$ cat config.mk
export PLATFORM = sky130hd
export DESIGN_NAME = loh_classify
export DESIGN_NICKNAME = d
export VERILOG_FILES = /design/src/rtl/core/loh_pkg.sv /design/src/rtl/core/loh_classify.sv
export SDC_FILE = /design/constraint.sdc
export NUM_CORES = 1
export LEC_CHECK = 0
export BUFFER_PORTS_ARGS = -buffer_cell sky130_fd_sc_hd__clkbuf_2
export CAP_MARGIN = 20
export CORE_MARGIN = 5
export CORE_UTILIZATION = 48
export DETAILED_ROUTE_END_ITERATION = 8
export PLACE_DENSITY_LB_ADDON = 0.08
export REMOVE_ABC_BUFFERS = 1
export SYNTH_ARGS = -nofsm -noshare
export SYNTH_HDL_FRONTEND = slang
export SYNTH_SLANG_ARGS = --single-unit
$ cat constraint.sdc
create_clock -name clk -period 3.07 [get_ports clk]
set_input_delay 0.307 -clock clk [delete_from_list [all_inputs] [get_ports clk]]
set_output_delay 0.307 -clock clk [all_outputs]
set_load 0.05 [all_outputs]
$ cat src/rtl/core/loh_pkg.sv
`default_nettype none
package loh_pkg;

  localparam int DEF_MAX_TRUE_REGIONS = 64;
  localparam int DEF_MAX_PRED_REGIONS = 64;
  localparam int DEF_COUNT_BITS       = 32;

  localparam int LABEL_W     = 16;
  localparam int CFG_W       = 7;
  localparam int CFG_INDEX_W = 1;
  localparam int OUT_COUNT_W = 32;
  localparam int STATUS_W    = 2;

  localparam logic [CFG_W-1:0] TRUE_COUNT_RESET = 7'd64;
  localparam logic [CFG_W-1:0] PRED_COUNT_RESET = 7'd64;

  typedef enum logic [STATUS_W-1:0] {
    ST_OK         = 2'd0,
    ST_BACKGROUND = 2'd1,
    ST_TRUE_RANGE = 2'd2,
    ST_PRED_RANGE = 2'd3
  } status_t;

  typedef enum logic [CFG_INDEX_W-1:0] {
    REG_TRUE_COUNT = 1'b0,
    REG_PRED_COUNT = 1'b1
  } reg_index_t;

  typedef enum logic {
    PH_CLEAR = 1'b0,
    PH_RUN   = 1'b1
  } phase_t;

  // classified item handed from the label check to the update stage
  typedef struct packed {
    logic    is_read;
    status_t status;
  } item_t;

endpackage
`default_nettype wire

$ cat src/rtl/core/loh_classify.sv
`default_nettype none
module loh_classify #(
  parameter int MAX_TRUE_REGIONS = loh_pkg::DEF_MAX_TRUE_REGIONS,
  parameter int MAX_PRED_REGIONS = loh_pkg::DEF_MAX_PRED_REGIONS,
  parameter int ADDR_W           = 12
) (
  input  wire logic                            clk,
  input  wire logic                            rst,
  input  wire logic                            cfg_we,
  input  wire logic [loh_pkg::CFG_INDEX_W-1:0] cfg_index,
  input  wire logic [loh_pkg::CFG_W-1:0]       cfg_data,
  input  wire logic                            kind,
  input  wire logic [loh_pkg::LABEL_W-1:0]     true_label,
  input  wire logic [loh_pkg::LABEL_W-1:0]     pred_label,
  output loh_pkg::item_t                       item,
  output logic [ADDR_W-1:0]                    addr
);

  localparam int TRUE_IDX_W = (MAX_TRUE_REGIONS > 1) ? $clog2(MAX_TRUE_REGIONS) : 1;
  localparam int PRED_IDX_W = (MAX_PRED_REGIONS > 1) ? $clog2(MAX_PRED_REGIONS) : 1;
  localparam int CMP_W      = loh_pkg::LABEL_W + 1;

  logic [loh_pkg::CFG_W-1:0] true_count;
  logic [loh_pkg::CFG_W-1:0] pred_count;
  logic [CMP_W-1:0]          true_limit;
  logic [CMP_W-1:0]          pred_limit;
  logic [TRUE_IDX_W-1:0]     true_idx;
  logic [PRED_IDX_W-1:0]     pred_idx;

  always_ff @(posedge clk) begin
    if (rst) begin
      true_count <= loh_pkg::TRUE_COUNT_RESET;
      pred_count <= loh_pkg::PRED_COUNT_RESET;
    end else if (cfg_we) begin
      unique case (loh_pkg::reg_index_t'(cfg_index))
        loh_pkg::REG_TRUE_COUNT: true_count <= cfg_data;
        loh_pkg::REG_PRED_COUNT: pred_count <= cfg_data;
      endcase
    end
  end

  // effective counts saturate at the matrix dimensions
  always_comb begin
    true_limit = (CMP_W'(true_count) > CMP_W'(MAX_TRUE_REGIONS)) ?
                 CMP_W'(MAX_TRUE_REGIONS) : CMP_W'(true_count);
    pred_limit = (CMP_W'(pred_count) > CMP_W'(MAX_PRED_REGIONS)) ?
                 CMP_W'(MAX_PRED_REGIONS) : CMP_W'(pred_count);
  end

  always_comb begin
    item.is_read = kind;
    priority if (true_label == '0 || pred_label == '0) begin
      item.status = loh_pkg::ST_BACKGROUND;
    end else if (CMP_W'(true_label) > true_limit) begin
      item.status = loh_pkg::ST_TRUE_RANGE;
    end else if (CMP_W'(pred_label) > pred_limit) begin
      item.status = loh_pkg::ST_PRED_RANGE;
    end else begin
      item.status = loh_pkg::ST_OK;
    end
  end

  // row-major cell address, meaningful only for in-range labels
  always_comb begin
    true_idx = TRUE_IDX_W'(true_label - loh_pkg::LABEL_W'(1));
    pred_idx = PRED_IDX_W'(pred_label - loh_pkg::LABEL_W'(1));
    addr     = ADDR_W'(ADDR_W'(true_idx) * ADDR_W'(MAX_PRED_REGIONS)) + ADDR_W'(pred_idx);
  end

endmodule
`default_nettype wire

==> results of run 1 <==
-- cells by family after synthesis --
logic type      count (synthesis)  synth area share [%]
fa+ha+maj                      16                  17.4
compound gates                 27                  14.5
buf+inv                        13                  4.90
flops                          14                  24.4
xor+xnor                        8                  6.10
simple gates                   75                  32.7
-- cell usage after synthesis (all sizes together), types with 2 or more instances --
cell    count  share of area [%]
a211o       2                1.5
a211oi      2                1.3
a21oi      19                8.3
buf         4                2.0
dfxtp      14                 24
ha         16                 17
inv         8                2.6
nand2      35                 11
nand2b      3                1.6
nand3       9                3.9
nand4       2                1.1
nand4b      2                1.5
nor2        5                1.6
nor2b       5                2.7
nor3        6                2.6
nor4        4                3.3
o211ai      2                1.3
xnor2       4                3.0
xor2        4                3.0
-- final timing paths --
check	depth (start not counted)	end
setup / recovery	9	item[0]
hold / removal	2	true_count[6]$_SDFFE_PP1P_
setup reg to reg	3	true_count[6]$_SDFFE_PP1P_
hold reg to reg	2	true_count[5]$_SDFFE_PP0P_
-- through the flow --
step / area (sq um) / cells / worst slack, ps / power, mW
after global routing: 1460 / 235 / 383 / 0.494
after floorplan: 1120 / 148 / 674 / 0.303
after detailed placement: 1440 / 232 / 853 / 0.371
after CTS: 1460 / 235 / 540 / 0.467
final: 1460 / 235 / 572 / 0.461
after global placement: 1440 / 232 / 860 / 0.364
-- area by class of cell --
cell class,count,area [sq um]
Tap cell,28,35.0
Sequential cell,14,280
Fill cell,231,795
Inverter,8,30.0
Clock buffer,3,22.5
Timing Repair Buffer,56,280
Multi-Input combinational cell,126,812
-- layer usage --
| layer | global-route usage, % | share of wire (%) | wire [um] | up-vias |
|---|---|---|---|---|
| li1 | - | - | - | 652 |
| met1 | 20.1 | 42 | 1240 | 527 |
| met2 | 30.3 | 48 | 1410 | 44 |
| met3 | 3.29 | 9.0 | 264 | 2 |
| met4 | 7.12 | 0.44 | 13 | 0 |
| met5 | 0 | 0 | 0 | - |
-- flip-flops by register name (all words and copies together), names as in the netlist --
signal / cells
true_count: 7
pred_count: 7
-- power groups by stage --
stage	clock network [mW]	logic [mW]	registers [mW]
6_report	0.0953	0.170	0.195
4_1_cts	0.0995	0.172	0.195
3_3_place_gp	0	0.165	0.199
5_1_grt	0.111	0.187	0.196
3_5_place_dp	0	0.171	0.199
2_1_floorplan	0	0.105	0.198
-- critical path: stages, from the launching register on --
cell      delay (ps)
dfxtp_1          330
inv_1            130
nand2_1           70
ha_1             280
nor2b_1          130
o211ai_1         150
a21oi_1          100
or3_1            350
a21o_1           160
clkbuf_2         230
==> summary.md, run 1 <==
| Metric | Value |
|---|---|
| H-tree Lvls | 1 |
| Unique cell type count in the Yosys netlist | 28 |
| Final slew viol count | 0 |
| Clock period minus worst slack | 2500 ps |
| Clk sinks | 14 |
| Routed Antenna Nets | 0 |
| Switching share of total power | 36.0% |
| IO Pins | 59 |
| Drt first pass iters | 4 |
| Initial Util | 50.9% |
| MaxCap Viol Count | 0 |
| RR Startpoint | true_count[6]$_SDFFE_PP1P_ |
| Slew margin rel. | 69.7% |
| Max IR drop VDD | 0.000244 V |
| Port bufs | 56 |
| Status | finished clean |
| Initial antenna violation count | 0 |
| Slew @ Worst Pin | 453 ps |
| Flop-to-flop setup slack | 2150 ps |
| Max Fclk | 400 MHz |
| Required time of the critical path | 2760 ps |
| Most frequent cells in the layout | 56 x clkbuf_2, 35 x nand2_1, 19 x a21oi_1 |
| Diode count | 0 |
| Average wire per standard cell | 12.4 um |
| Hold buffers post-CTS | 0 |
| Crit start category | register |
| Total wire length | 2920 um |
| Layout cells sized above 1 | 30.4% |
| Total gr overflow | 0 |
| Row cnt | 17 |
| Worst hold path class | in -> reg |
| Clk root buf | clkbuf_4 |
| Vias per cell | 5.21 |
| Post-Syn Area | 0.00115 sq mm |
| GP Congestion | 0.786 |
| Tot GR Track Use | 17.2% |
| Seq pwr share | 42.3% |
| Die span in x | 58.9 um |
| Final hold vios | 0 |
| Crit. End Element | output pin |
| CTS tree | yes |
| Clock Latency Late Sink | 270 ps |
| Dpl hpwl | 2610 um |
| Leakage | 0.683 nW |
| Gate power share | 37.0% |
| Most common cell after layout, fill and taps aside | clkbuf_2 |
| Fin Setup TNS | 0 ps |
| Async S/R FF share, synth | 0% |
| Num CTS Buffers | 3 |
| First-pass GRT wire length | 4760 um |
| Initial DRC count | 15 |
| Hold path start | cfg_data[6] |
| Syn Inst Count | 153 |
| Number of global-route vias before repair | 1201 |
| Pin count of the biggest net entering global routing | 15 |
| Final period utilization | 81.4% |
| Clock share of power | 20.7% |
| Crit-path max FO | 6 |
| Residual DRC count | 0 |
| Post-CTS Repair Setup Buffers | 0 |
| Crit path DAT | 2190 ps |
| Yosys warns | 0 |
| Final setup viols | 0 |
| Clk pin slew, worst setup/hold paths | 70 ps |
| WS Path Type | reg -> out |
| Part of the Yosys area used for sequential elements | 24.4% |
| Maximum buffer depth of the clock tree | 2 |
| Core area | 0.00225 sq mm |
| Register bit total from synthesis | 14 |
| Post-synthesis area per instance | 7.51 sq um |
| Die Ht | 58.9 um |
| EDFF count, synth | 0 |
| Skew final | 0 ps |
| Area growth, synth to finish | 27.1% |
| DR vias | 1225 |
| Die area | 0.00347 sq mm |
| Worst hold slack | 275 ps |
| Internal Power | 0.295 mW |
| Layout Utilization | 64.8% |
| P per Cell Area | 315 mW/mm^2 |
| CP Launch Point | pred_count[6]$_SDFFE_PP1P_ |
| PostCTS Resize Cnt | 0 |
| # nets final | 269 |
| RSZ-0062 raised after global routing | no |
| Switching Power | 0.166 mW |
| Post-synth top flop | dfxtp_1 |
Note: power is estimated with default switching activity, not from simulation.
==> inputs of run 2 (changes only) <==
--- a/config.mk
+++ b/config.mk
@@ -5,10 +5,11 @@
 export SDC_FILE = /design/constraint.sdc
 export NUM_CORES = 1
 export LEC_CHECK = 0
+export ABC_AREA = 1
 export BUFFER_PORTS_ARGS = -buffer_cell sky130_fd_sc_hd__clkbuf_2
 export CAP_MARGIN = 20
 export CORE_MARGIN = 5
-export CORE_UTILIZATION = 48
+export CORE_UTILIZATION = 41
 export DETAILED_ROUTE_END_ITERATION = 8
 export PLACE_DENSITY_LB_ADDON = 0.08
 export REMOVE_ABC_BUFFERS = 1
==> constraint.sdc (replaced) <==
create_clock -name clk -period 2.1 [get_ports clk]
set_input_delay 0.21 -clock clk [delete_from_list [all_inputs] [get_ports clk]]
set_output_delay 0.21 -clock clk [all_outputs]
set_load 0.05 [all_outputs]
==> summary.md, run 2 <==
| Metric | Value |
|---|---|
| Largest registers | pred_count x7, true_count x7 |
| Worst hold path class | in -> reg |
| Crit. End Element | output pin |
| Unique cell type count in the Yosys netlist | 17 (-39%) |
| Post-synthesis area per instance | 6.21 sq um (-17%) |
| MaxCap Viol Count | 0 (unchanged) |
| Most frequent cells in the layout | 54 x clkbuf_2, 50 x nor2_1, 40 x nand2_1 |
| Hold path start | cfg_data[6] |
| Worst Reg-to-Reg Cells | 4 (+1) |
| First-pass GRT wire length | 5330 um (+12%) |
| Max IR drop VDD | 0.000422 V (+73%) |
| Final hold vios | 0 (unchanged) |
| Hold buffers post-CTS | 0 (unchanged) |
| Hold path cells | 3 (+1) |
| Required time of the critical path | 1890 ps (-870 ps) |
| Area growth, synth to finish | 41.9% |
| CTS tree | yes |
| Yosys warns | 0 (unchanged) |
| Dpl cell area | 0.00152 sq mm (+5.6%) |
| Port bufs | 56 (unchanged) |
| EDFF count, synth | 0 (unchanged) |
| Vias per cell | 4.70 (-9.9%) |
| Initial Util | 43.2% (-7.8 points) |
| Final period utilization | 99.0% |
| Status | finished clean |
| Reg-to-Reg End | true_count[6]$_SDFFE_PP1P_ |
| P per Cell Area | 462 mW/mm^2 (+47%) |
| Diode count | 0 (unchanged) |
| Syn Inst Count | 195 (+27%) |
| Initial DRC count | 40 (+25) |
| Tot GR Track Use | 15.6% (-1.5 points) |
| Hold worst-path end | pred_count[6]$_SDFFE_PP1P_ |
| WS Path Type | reg -> out |
| Top post-synthesis cells by count | 53 x nor2_1, 43 x nand2_1, 21 x inv_1 |
| Num CTS Buffers | 3 (unchanged) |
| Core area | 0.00281 sq mm (+24%) |
| Clk sinks | 14 (unchanged) |
| Crit-path max FO | 7 (+1) |
| Routed Antenna Nets | 0 (unchanged) |
| # nets final | 323 (+20%) |
| Yosys top cell area share | 23.1% (-1.3 points) |
| Clk pin slew, worst setup/hold paths | 80 ps (about the same) |
| Dpl hpwl | 2500 um (-4.4%) |
| Die area | 0.00414 sq mm (+19%) |
| Flop-to-flop setup slack | 1170 ps (-980 ps) |
| Post-Syn Area | 0.00121 sq mm (+5.4%) |
| Maximum buffer depth of the clock tree | 2 (unchanged) |
| Skew final | 0 ps (unchanged) |
| Crit start category | register |
| IO Pins | 59 (unchanged) |
| Initial antenna violation count | 0 (unchanged) |
| GP Congestion | 0.736 (-6.4%) |
| Clock Latency Late Sink | 290 ps (+20 ps) |
| Layout cells sized above 1 | 36.3% (+5.8 points) |
| Most common cell after layout, fill and taps aside | clkbuf_2 |
| Pin count of the biggest net entering global routing | 15 (unchanged) |
| Die Ht | 64.4 um (+9.2%) |
| Count leader, synth | nor2_1 |
| DR vias | 1376 (+12%) |
| Max Fclk | 481 MHz |
| Row cnt | 19 (+2) |
| Final setup viols | 0 (unchanged) |
| Number of global-route vias before repair | 1323 (+10%) |
| Post-synth top area cell | dfxtp_1 |
| Synth top area cells | dfxtp_1 23%, ha_1 17%, nor2_1 16% |
| Part of the Yosys area used for sequential elements | 23.1% (-1.3 points) |
| Fin Setup TNS | 0 ps (unchanged) |
| Crit path DAT | 1870 ps (-320 ps) |
| Slew margin rel. | 78.5% (+8.8 points) |
| Clock period minus worst slack | 2080 ps |
| RSZ-0062 raised after global routing | yes |
| Async S/R FF share, synth | 0% (unchanged) |
| Post-synth top flop | dfxtp_1 |
| Final slew viol count | 0 (unchanged) |
| Die span in x | 64.4 um (+9.2%) |
| Drt first pass iters | 4 (unchanged) |
| Average wire per standard cell | 10.2 um (-18%) |
| Total wire length | 3000 um (+2.7%) |
| Clk root buf | clkbuf_4 |
| Slew @ Worst Pin | 322 ps (-131 ps) |
| Residual DRC count | 0 (unchanged) |
| H-tree Lvls | 1 (unchanged) |
| Total gr overflow | 0 (unchanged) |
| Leakage | 0.910 nW (+33%) |
| RR Startpoint | true_count[6]$_SDFFE_PP1P_ |
| Register bit total from synthesis | 14 (unchanged) |
| Cell area after layout | 0.00172 sq mm (+18%) |
-- run 2: logic make-up (layout without fill, tap and decap cells) --
family                   after synthesis  after routing  share of synthesized area, %
adder cells (fa/ha/maj)               16             16                          16.5
flip-flops                            14             14                          23.1
XOR/XNOR                               8              8                          5.78
buffers and inverters                 23             90                          7.54
AO/OA/AOI/OAI                         21             21                          9.50
AND/OR/NAND/NOR                      113            113                          37.5
-- run 2: what timing repair did --
| action | CTS | global route |
|---|---|---|
| gates resized for setup | 16 | 16 |
| endpoints found under the setup margin | 2 | 2 |
| setup buffers | 5 | 4 |
| pin swaps | 5 | 5 |
| endpoints found under the hold margin | 0 | 0 |
-- run 2: how the worst max path moves through the flow --
stage | from | endpoint | slack, ps | depth (start not counted)
floorplan | pred_count[2]$_SDFFE_PP0P_ | item[1] | -80 | 11
global placement | true_count[6]$_SDFFE_PP1P_ | item[1] | 150 | 10
detailed placement | true_count[6]$_SDFFE_PP1P_ | item[1] | 170 | 10
CTS | pred_count[2]$_SDFFE_PP0P_ | item[1] | -2 | 12
global route | true_count[0]$_SDFFE_PP0P_ | item[0] | -180 | 15
finish | true_count[6]$_SDFFE_PP1P_ | item[1] | 20 | 12
-- run 2: power breakdown --
part           switching [mW]  leakage, nW  total (mW)  internal [mW]
registers              0.0126        0.118       0.298          0.285
logic                   0.185        0.771       0.300          0.114
clock network          0.0914       0.0210       0.197          0.106
-- run 2: area by class of cell --
cell class,count,area (sq um)
Timing Repair Buffer,65,368
Multi-Input combinational cell,158,907
Clock buffer,4,36.3
Fill cell,291,1090
Sequential cell,14,290
Inverter,21,78.8
Tap cell,31,38.8
-- run 2: critical path, cell delays in order (launching register included) --
cell	delay [ps]
dfxtp_1	330
inv_2	120
nand2_1	110
ha_4	280
nand2_1	70
inv_1	50
nand2_1	50
nand2_1	60
nand2_1	50
nand3_1	80
nand2_2	60
a21oi_2	160
buf_8	160
-- run 2: metrics by stage --
| step | worst slack (ps) | util [%] | cells | total power [mW] | hold WS [ps] |
|---|---|---|---|---|---|
| floorplan | -77.5 | - | 193 | 0.480 | 340 |
| global placement | 147 | 54.1 | 280 | 0.571 | 420 |
| detailed placement | 172 | 54.1 | 280 | 0.573 | 420 |
| CTS | -1.64 | 58.6 | 289 | 0.785 | 159 |
| global route | -177 | 61.3 | 293 | 0.859 | 167 |
| finish | 21.2 | 61.3 | 293 | 0.794 | 161 |
-- run 2: per-layer routing --
layer	routed length [um]	GRT usage, %
met5	0	0
met4	44	5.54
met3	265	3.85
met2	1340	26.3
met1	1350	19.3
